==> config.mk <==
export PLATFORM = sky130hd
export DESIGN_NAME = cursor_text_buffer
export DESIGN_NICKNAME = d
export VERILOG_FILES = /design/src/rtl/ctb_pkg.sv /design/src/rtl/cursor_text_buffer.sv /design/src/rtl/ctb_cell.sv
export VERILOG_INCLUDE_DIRS = /design/src /design/src/rtl
export SDC_FILE = /design/constraint.sdc
export NUM_CORES = 2
export LEC_CHECK = 0
export BUFFER_PORTS_ARGS = -buffer_cell sky130_fd_sc_hd__buf_2
export CAP_MARGIN = 10
export CORE_AREA = 10 10 317 319
export CTS_CLUSTER_SIZE = 16
export DETAILED_ROUTE_END_ITERATION = 8
export DIE_AREA = 0 0 327 329
export PLACE_DENSITY = 0.66
export RECOVER_POWER = 25
export SYNTH_ARGS = -nofsm -noshare
export SYNTH_HDL_FRONTEND = slang
export SYNTH_SLANG_ARGS = --single-unit
==> constraint.sdc <==
create_clock -name i_clk -period 5.8 [get_ports i_clk]
set_input_delay 0.29 -clock i_clk [delete_from_list [all_inputs] [get_ports i_clk]]
set_output_delay 0.29 -clock i_clk [all_outputs]
set_load 0.05 [all_outputs]
==> src/rtl/cursor_text_buffer_macros.svh <==
// ----------------------------------------------------------------------------
// cursor_text_buffer_macros
// Assertion macros for the cursor text buffer. They expand to nothing when
// SYNTHESIS is defined.
// ----------------------------------------------------------------------------
`ifndef CURSOR_TEXT_BUFFER_MACROS_SVH
`define CURSOR_TEXT_BUFFER_MACROS_SVH
`ifndef SYNTHESIS
`define CTB_ASSERT_IMP(lbl, clk, rst_n, ante, cons) \
    lbl: assert property (@(posedge clk) disable iff (!(rst_n)) (ante) |-> (cons)) \
        else $error("cursor_text_buffer: assertion failed");
`define CTB_ASSERT_NXT(lbl, clk, rst_n, ante, cons) \
    lbl: assert property (@(posedge clk) disable iff (!(rst_n)) (ante) |=> (cons)) \
        else $error("cursor_text_buffer: assertion failed");
`else
`define CTB_ASSERT_IMP(lbl, clk, rst_n, ante, cons)
`define CTB_ASSERT_NXT(lbl, clk, rst_n, ante, cons)
`endif
`endif

==> src/rtl/ctb_pkg.sv <==
// ----------------------------------------------------------------------------
// ctb_pkg
// Types and constants shared by the cursor text buffer and its cells.
// ----------------------------------------------------------------------------
`default_nettype none

package ctb_pkg;

    localparam int COUNT_W = 7;
    localparam int BYTE_W  = 8;

    typedef enum logic [2:0] {
        OP_INSERT = 3'd0,
        OP_DELETE = 3'd1,
        OP_LEFT   = 3'd2,
        OP_RIGHT  = 3'd3,
        OP_READ   = 3'd4
    } t_op;

    typedef enum logic [1:0] {
        STS_OK       = 2'd0,
        STS_NO_LEFT  = 2'd1,
        STS_NO_RIGHT = 2'd2,
        STS_FULL     = 2'd3
    } t_status;

    typedef enum logic {
        ST_IDLE,
        ST_READ
    } t_state;

    typedef enum logic [1:0] {
        CM_HOLD,
        CM_INSERT,
        CM_DELETE,
        CM_ROTATE
    } t_cell_mode;

    typedef struct packed {
        t_cell_mode           mode;
        logic [COUNT_W-1:0]   pos;
        logic [COUNT_W-1:0]   last_idx;
    } t_cell_ctrl;

endpackage

`default_nettype wire

==> src/rtl/cursor_text_buffer.sv <==
// ----------------------------------------------------------------------------
// cursor_text_buffer
// Text buffer with a cursor. The text is kept in reading order in a row of
// byte cells; insert and delete shift the cells right of the cursor by one,
// and a read rotates the used cells past the head cell, one byte per beat.
//
//   channel   direction  handshake              payload
//   command   in         i_start, o_busy        i_operation, i_char_in
//   result    out        o_valid (strobe)       o_status, o_char_out,
//                                               o_char_valid, o_last,
//                                               o_cursor_pos
//
// Edit commands may follow one another every cycle while o_busy is low.
// A read of N bytes gives N result beats, one per cycle, and holds o_busy
// high until the cell row has rotated once around.
// Results appear in the cycle after the command or rotation step that
// makes them. Reset is synchronous and empties the text; cell contents
// are not cleared. The result side cannot stall.
// ----------------------------------------------------------------------------
`default_nettype none

`include "cursor_text_buffer_macros.svh"

module cursor_text_buffer
    import ctb_pkg::*;
#(
    parameter int CAPACITY = 64
)
(
    input  wire                  i_clk,
    input  wire                  i_rst_n,
    input  wire                  i_start,
    input  wire  [2:0]           i_operation,
    input  wire  [BYTE_W-1:0]    i_char_in,
    output logic                 o_busy,
    output logic                 o_valid,
    output logic [1:0]           o_status,
    output logic [BYTE_W-1:0]    o_char_out,
    output logic                 o_char_valid,
    output logic                 o_last,
    output logic [COUNT_W-1:0]   o_cursor_pos
);

    localparam int CW = $clog2(CAPACITY + 1);
    localparam logic [CW-1:0] CAP_CNT = CW'(CAPACITY);
    localparam logic [CW-1:0] ONE     = CW'(1);

    t_state              r_state, n_state;
    logic [CW-1:0]       r_left, n_left;
    logic [CW-1:0]       r_total, n_total;
    logic [CW-1:0]       r_remain, n_remain;
    logic                r_valid, n_valid;
    t_status             r_status, n_status;
    logic [BYTE_W-1:0]   r_char, n_char;
    logic                r_char_valid, n_char_valid;
    logic                r_last, n_last;
    logic [COUNT_W-1:0]  r_cursor, n_cursor;
    t_cell_ctrl          w_ctrl;
    logic [BYTE_W-1:0]   w_cell [CAPACITY];

    always_comb begin
        n_state      = r_state;
        n_left       = r_left;
        n_total      = r_total;
        n_remain     = r_remain;
        n_valid      = 1'b0;
        n_status     = r_status;
        n_char       = r_char;
        n_char_valid = r_char_valid;
        n_last       = r_last;
        n_cursor     = r_cursor;
        w_ctrl       = '{mode: CM_HOLD, pos: '0, last_idx: '0};

        unique case (r_state)
            ST_IDLE: begin
                if (i_start) begin
                    n_valid      = 1'b1;
                    n_status     = STS_OK;
                    n_char       = '0;
                    n_char_valid = 1'b0;
                    n_last       = 1'b1;
                    unique case (t_op'(i_operation))
                        OP_INSERT: begin
                            if (r_total == CAP_CNT) begin
                                n_status = STS_FULL;
                            end else begin
                                w_ctrl.mode = CM_INSERT;
                                w_ctrl.pos  = COUNT_W'(r_left);
                                n_left      = r_left + ONE;
                                n_total     = r_total + ONE;
                            end
                        end
                        OP_DELETE: begin
                            if (r_left == '0) begin
                                n_status = STS_NO_LEFT;
                            end else begin
                                w_ctrl.mode = CM_DELETE;
                                w_ctrl.pos  = COUNT_W'(r_left - ONE);
                                n_left      = r_left - ONE;
                                n_total     = r_total - ONE;
                            end
                        end
                        OP_LEFT: begin
                            if (r_left == '0) begin
                                n_status = STS_NO_LEFT;
                            end else begin
                                n_left = r_left - ONE;
                            end
                        end
                        OP_RIGHT: begin
                            if (r_left == r_total) begin
                                n_status = STS_NO_RIGHT;
                            end else begin
                                n_left = r_left + ONE;
                            end
                        end
                        OP_READ: begin
                            if (r_total != '0) begin
                                w_ctrl.mode     = CM_ROTATE;
                                w_ctrl.last_idx = COUNT_W'(r_total - ONE);
                                n_char          = w_cell[0];
                                n_char_valid    = 1'b1;
                                n_remain        = r_total - ONE;
                                n_last          = (r_total == ONE);
                                if (r_total != ONE) begin
                                    n_state = ST_READ;
                                end
                            end
                        end
                        default: begin
                            n_status = STS_OK;
                        end
                    endcase
                    n_cursor = COUNT_W'(n_left);
                end
            end
            ST_READ: begin
                w_ctrl.mode     = CM_ROTATE;
                w_ctrl.last_idx = COUNT_W'(r_total - ONE);
                n_valid         = 1'b1;
                n_status        = STS_OK;
                n_char          = w_cell[0];
                n_char_valid    = 1'b1;
                n_remain        = r_remain - ONE;
                n_last          = (r_remain == ONE);
                n_cursor        = COUNT_W'(r_left);
                if (r_remain == ONE) begin
                    n_state = ST_IDLE;
                end
            end
            default: begin
                n_state = ST_IDLE;
            end
        endcase
    end

    always_ff @(posedge i_clk) begin
        if (!i_rst_n) begin
            r_state  <= ST_IDLE;
            r_left   <= '0;
            r_total  <= '0;
            r_remain <= '0;
            r_valid  <= 1'b0;
        end else begin
            r_state  <= n_state;
            r_left   <= n_left;
            r_total  <= n_total;
            r_remain <= n_remain;
            r_valid  <= n_valid;
        end
    end

    always_ff @(posedge i_clk) begin
        r_status     <= n_status;
        r_char       <= n_char;
        r_char_valid <= n_char_valid;
        r_last       <= n_last;
        r_cursor     <= n_cursor;
    end

    for (genvar g = 0; g < CAPACITY; g++) begin : g_cell
        logic [BYTE_W-1:0] w_left_in;
        logic [BYTE_W-1:0] w_right_in;

        if (g == 0) begin : g_first
            assign w_left_in = '0;
        end else begin : g_inner_l
            assign w_left_in = w_cell[g-1];
        end

        if (g == CAPACITY - 1) begin : g_final
            assign w_right_in = '0;
        end else begin : g_inner_r
            assign w_right_in = w_cell[g+1];
        end

        ctb_cell u_cell (
            .i_clk        (i_clk),
            .i_ctrl       (w_ctrl),
            .i_index      (COUNT_W'(g)),
            .i_from_left  (w_left_in),
            .i_from_right (w_right_in),
            .i_from_head  (w_cell[0]),
            .i_char       (i_char_in),
            .o_data       (w_cell[g])
        );
    end

    assign o_busy       = (r_state == ST_READ);
    assign o_valid      = r_valid;
    assign o_status     = r_status;
    assign o_char_out   = r_char;
    assign o_char_valid = r_char_valid;
    assign o_last       = r_last;
    assign o_cursor_pos = r_cursor;

    `CTB_ASSERT_IMP(a_left_within_total, i_clk, i_rst_n, 1'b1, r_left <= r_total)
    `CTB_ASSERT_IMP(a_total_within_cap, i_clk, i_rst_n, 1'b1, r_total <= CAP_CNT)
    `CTB_ASSERT_IMP(a_read_has_bytes, i_clk, i_rst_n, r_state == ST_READ, r_remain != '0)
    `CTB_ASSERT_NXT(a_accept_gives_beat, i_clk, i_rst_n, i_start && !o_busy, o_valid)

endmodule

`default_nettype wire

==> src/rtl/ctb_cell.sv <==
// ----------------------------------------------------------------------------
// ctb_cell
// One byte of text. Depending on the broadcast command the cell holds its
// byte, takes the byte from its left or right neighbor, takes the inserted
// byte, or takes the head byte to close a rotation.
// ----------------------------------------------------------------------------
`default_nettype none

module ctb_cell
    import ctb_pkg::*;
(
    input  wire                     i_clk,
    input  wire  t_cell_ctrl        i_ctrl,
    input  wire  [COUNT_W-1:0]      i_index,
    input  wire  [BYTE_W-1:0]       i_from_left,
    input  wire  [BYTE_W-1:0]       i_from_right,
    input  wire  [BYTE_W-1:0]       i_from_head,
    input  wire  [BYTE_W-1:0]       i_char,
    output logic [BYTE_W-1:0]       o_data
);

    logic [BYTE_W-1:0] r_data;
    logic [BYTE_W-1:0] n_data;

    always_comb begin
        n_data = r_data;
        unique case (i_ctrl.mode)
            CM_INSERT: begin
                if (i_index == i_ctrl.pos) begin
                    n_data = i_char;
                end else if (i_index > i_ctrl.pos) begin
                    n_data = i_from_left;
                end
            end
            CM_DELETE: begin
                if (i_index >= i_ctrl.pos) begin
                    n_data = i_from_right;
                end
            end
            CM_ROTATE: begin
                if (i_index == i_ctrl.last_idx) begin
                    n_data = i_from_head;
                end else begin
                    n_data = i_from_right;
                end
            end
            default: begin
                n_data = r_data;
            end
        endcase
    end

    always_ff @(posedge i_clk) begin
        r_data <= n_data;
    end

    assign o_data = r_data;

endmodule

`default_nettype wire
==> results.md <==
- Failing checks: capacitance limit, slew limit
- Total congestion overflow: 0
- Core area: 94300 um2
- Num rows: 113
- Post-synth net total: 3770
- Root Driver: clkbuf_16
- Cts bufs inserted: 61
- Slew Viols, Final: 29
- CP required: 6040 ps
- Worst rel slew slack: -8.319%
- Clock transition at path regs: 60 ps
- Vias: 33664
- Status: finished with violations
- Port buffer count: 34
- Nets: 3476
- Asr flop ratio synth: 0%
- Post-synth EDFFs: 531
- Count of cell types in the netlist: 97
- Largest area contributor in the netlist: edfxtp_1
- Worst-margin pin slew: 1611 ps
- Peak supply drop: 241.2 uV
- Io pins: 35
- Post-synthesis sequential area ratio: 43.91%
- # placed instances: 4650
- WL met1: 54880 um
- Synthesized area per cell: 9.974 um2
- Power Density: 265.1 nW/um2
- Setup Fix Bufs, Post-CTS: 0
- Clk Latency, worst-skew pair: 660 ps
- Post-route ant nets: 0
- Leak: 0.01292 uW
- Iter 0 DRT Violations: 5613
- CP Max Fanout: 32
- Commonest cells in the netlist: edfxtp_1, nand2_1, mux2i_1
- RSZ-0062 raised after global routing: no
- Die Area: 107600 um2
- Yosys warns: 0
- Die Y: 329 um
- Detailed-route wire length: 140900 um
- Max Freq: 0.1868 GHz
- H-Tree Level Count: 2
- Initial antenna violation count: 6
- Initial DRT Pass Iterations: 8
- PnR Total Power: 10580 uW
- Synth top area cells: edfxtp_1, mux2i_1, a311o_1
- CTS tree: built
- Most common cell in the netlist: edfxtp_1
- Post-CTS resize count: 0
- Final period demand of the worst path: 5355 ps
- Clock buffer depth: 3
- Vias in the first global route: 32331
- Count of final hold-check violations: 0
- Met3 wire length: 18070 um
- Met2 WL: 60060 um
- Initial Util: 39.62%
- Die W: 327 um
- Largest net degree at the start of global routing: 225
- Max-cap check violation count: 1
- CP Launch Type: register
- Synth top area share: 42.68%
- Area Growth Syn to Fin: 6.828%
- CP Capture Type: register
- Fillers: 9098
- DRC errors left: 0
- Mapped Area: 37360 um2
- Top sig layer: met5
- Arrival time at the worst endpoint: 5590 ps
- WS Path Type: register to register
- First-pass GRT wire length: 207900 um
- Fin crit share: 92.32%
- Skew final: 20.59 ps
- Routed wire per std cell: 29.55 um
- Vias per cell: 7.059
- Total GRT Usage: 24.71%
- RD Place Congestion: 0.9672
- Post-Syn Instances: 3746
- Finished Layout Cells: 4769
- Share of layout cells above drive strength 1: 8.483%
- Detailed placement HPWL: 91510 um
- Hold WC Path Type: primary input to register
- Final setup TNS: 0 ps
- Synth Register Bits: 554
- Setup Viol. Count Final: 0
- Ys flop type: edfxtp_1
- Clk sink count: 554
-- per-layer routing --
layer / track usage [%] / up-vias
met4: 12.39 / 6
met2: 36.80 / 2515
met3: 6.565 / 472
met1: 32.84 / 16335
li1: - / 14336
met5: 0.4433 / -
-- cells by family after synthesis --
family	synth area share (%)
simple gates	17.03
flops	43.91
xor+xnor	0.4923
buf+inv	5.834
mux	10.40
fa+ha+maj	0.3349
compound gates	22.00
-- critical path, cell delays in order, from the launching register on --
cell and delay, ps:
dfxtp_1 400, inv_1 120, ha_1 270, or4b_1 640, o211a_1 530, nor4bb_1 670, buf_4 590, or2_0 1150
nand2_1 560
-- cell type report --
cell class,count,area [um2],share of cell area (%)
Antenna cell,3,7.507,0.01881
Timing Repair Buffer,143,1035,2.593
Clock buffer,85,1668,4.179
Sequential cell,554,16410,41.10
Clock inverter,27,175.2,0.4389
Tap cell,1265,1583,3.966
Multi-Input combinational cell,2666,18940,47.46
Inverter,26,97.59,0.2445
-- where the power goes --
part           leakage, uW  switching, uW  internal (uW)  total [uW]
sequential         0.00509            231           4840        5070
clock             0.000904           1710           2040        3750
combinational      0.00693           1220            543        1760
-- repair_timing --
action                                  in CTS  in global routing
endpoints found under the setup margin       0                  0
hold buffers                                 1                  0
hold endpoints to repair                     6                  0
-- sequential cells by signal (all words and copies together), names as in the netlist --
| register | cells |
|---|---|
| o_char_out | 8 |
| r_remain | 7 |
| g_cell.u_cell.o_data | 512 |
| o_busy | 1 |
| r_total | 7 |
| o_cursor_pos | 7 |
| o_last | 1 |
| r_left | 7 |
| o_valid | 1 |
| o_status | 2 |
| o_char_valid | 1 |
-- per-stage QoR --
stage	worst slack, ps	utilization [%]	hold slack (ps)	cell area [um2]
floorplan	1440	-	426.5	37360
global placement	941.8	40.49	456.1	38180
detailed placement	908.5	40.49	462.7	38180
CTS	922.8	42.46	91.83	40040
global route	260.2	42.32	162.4	39910
finish	445.3	42.32	120.1	39910
-- final timing paths --
path | startpoint | end | slack, ps | cells past startpoint
worst max-delay path | r_total[1] | g_cell[41].u_cell.o_data[6] | 450 | 8
worst min-delay path | i_start | r_left[0] | 120 | 3
worst max register to register | r_total[1] | g_cell[41].u_cell.o_data[6] | 450 | 8
worst min register to register | r_remain[1] | r_remain[1] | 470 | 2
-- cells in the final DEF (no fill, tap or decap), types with 17 or more instances in the layout --
cell type / Yosys / layout
edfxtp_1: 531 / 531
nand2_1: 451 / 442
mux2i_1: 379 / 379
a311o_1: 351 / 351
nor3_1: 323 / 324
o211ai_1: 232 / 232
nor4_1: 141 / 142
a31oi_1: 90 / 90
buf_4: 9 / 86
nor2_1: 82 / 81
a21oi_1: 67 / 67
clkbuf_16: 0 / 62
or3_1: 55 / 55
clkbuf_1: 319 / 49
o21ai_0: 37 / 37
a22oi_1: 32 / 32
o311ai_0: 27 / 27
nand3_1: 29 / 26
inv_1: 25 / 25
and2_1: 26 / 25
dfxtp_1: 23 / 23
xnor2_1: 20 / 20
nand4_1: 18 / 18
or2_1: 17 / 17
a221o_1: 17 / 17
(Power assumes the default switching activity.)
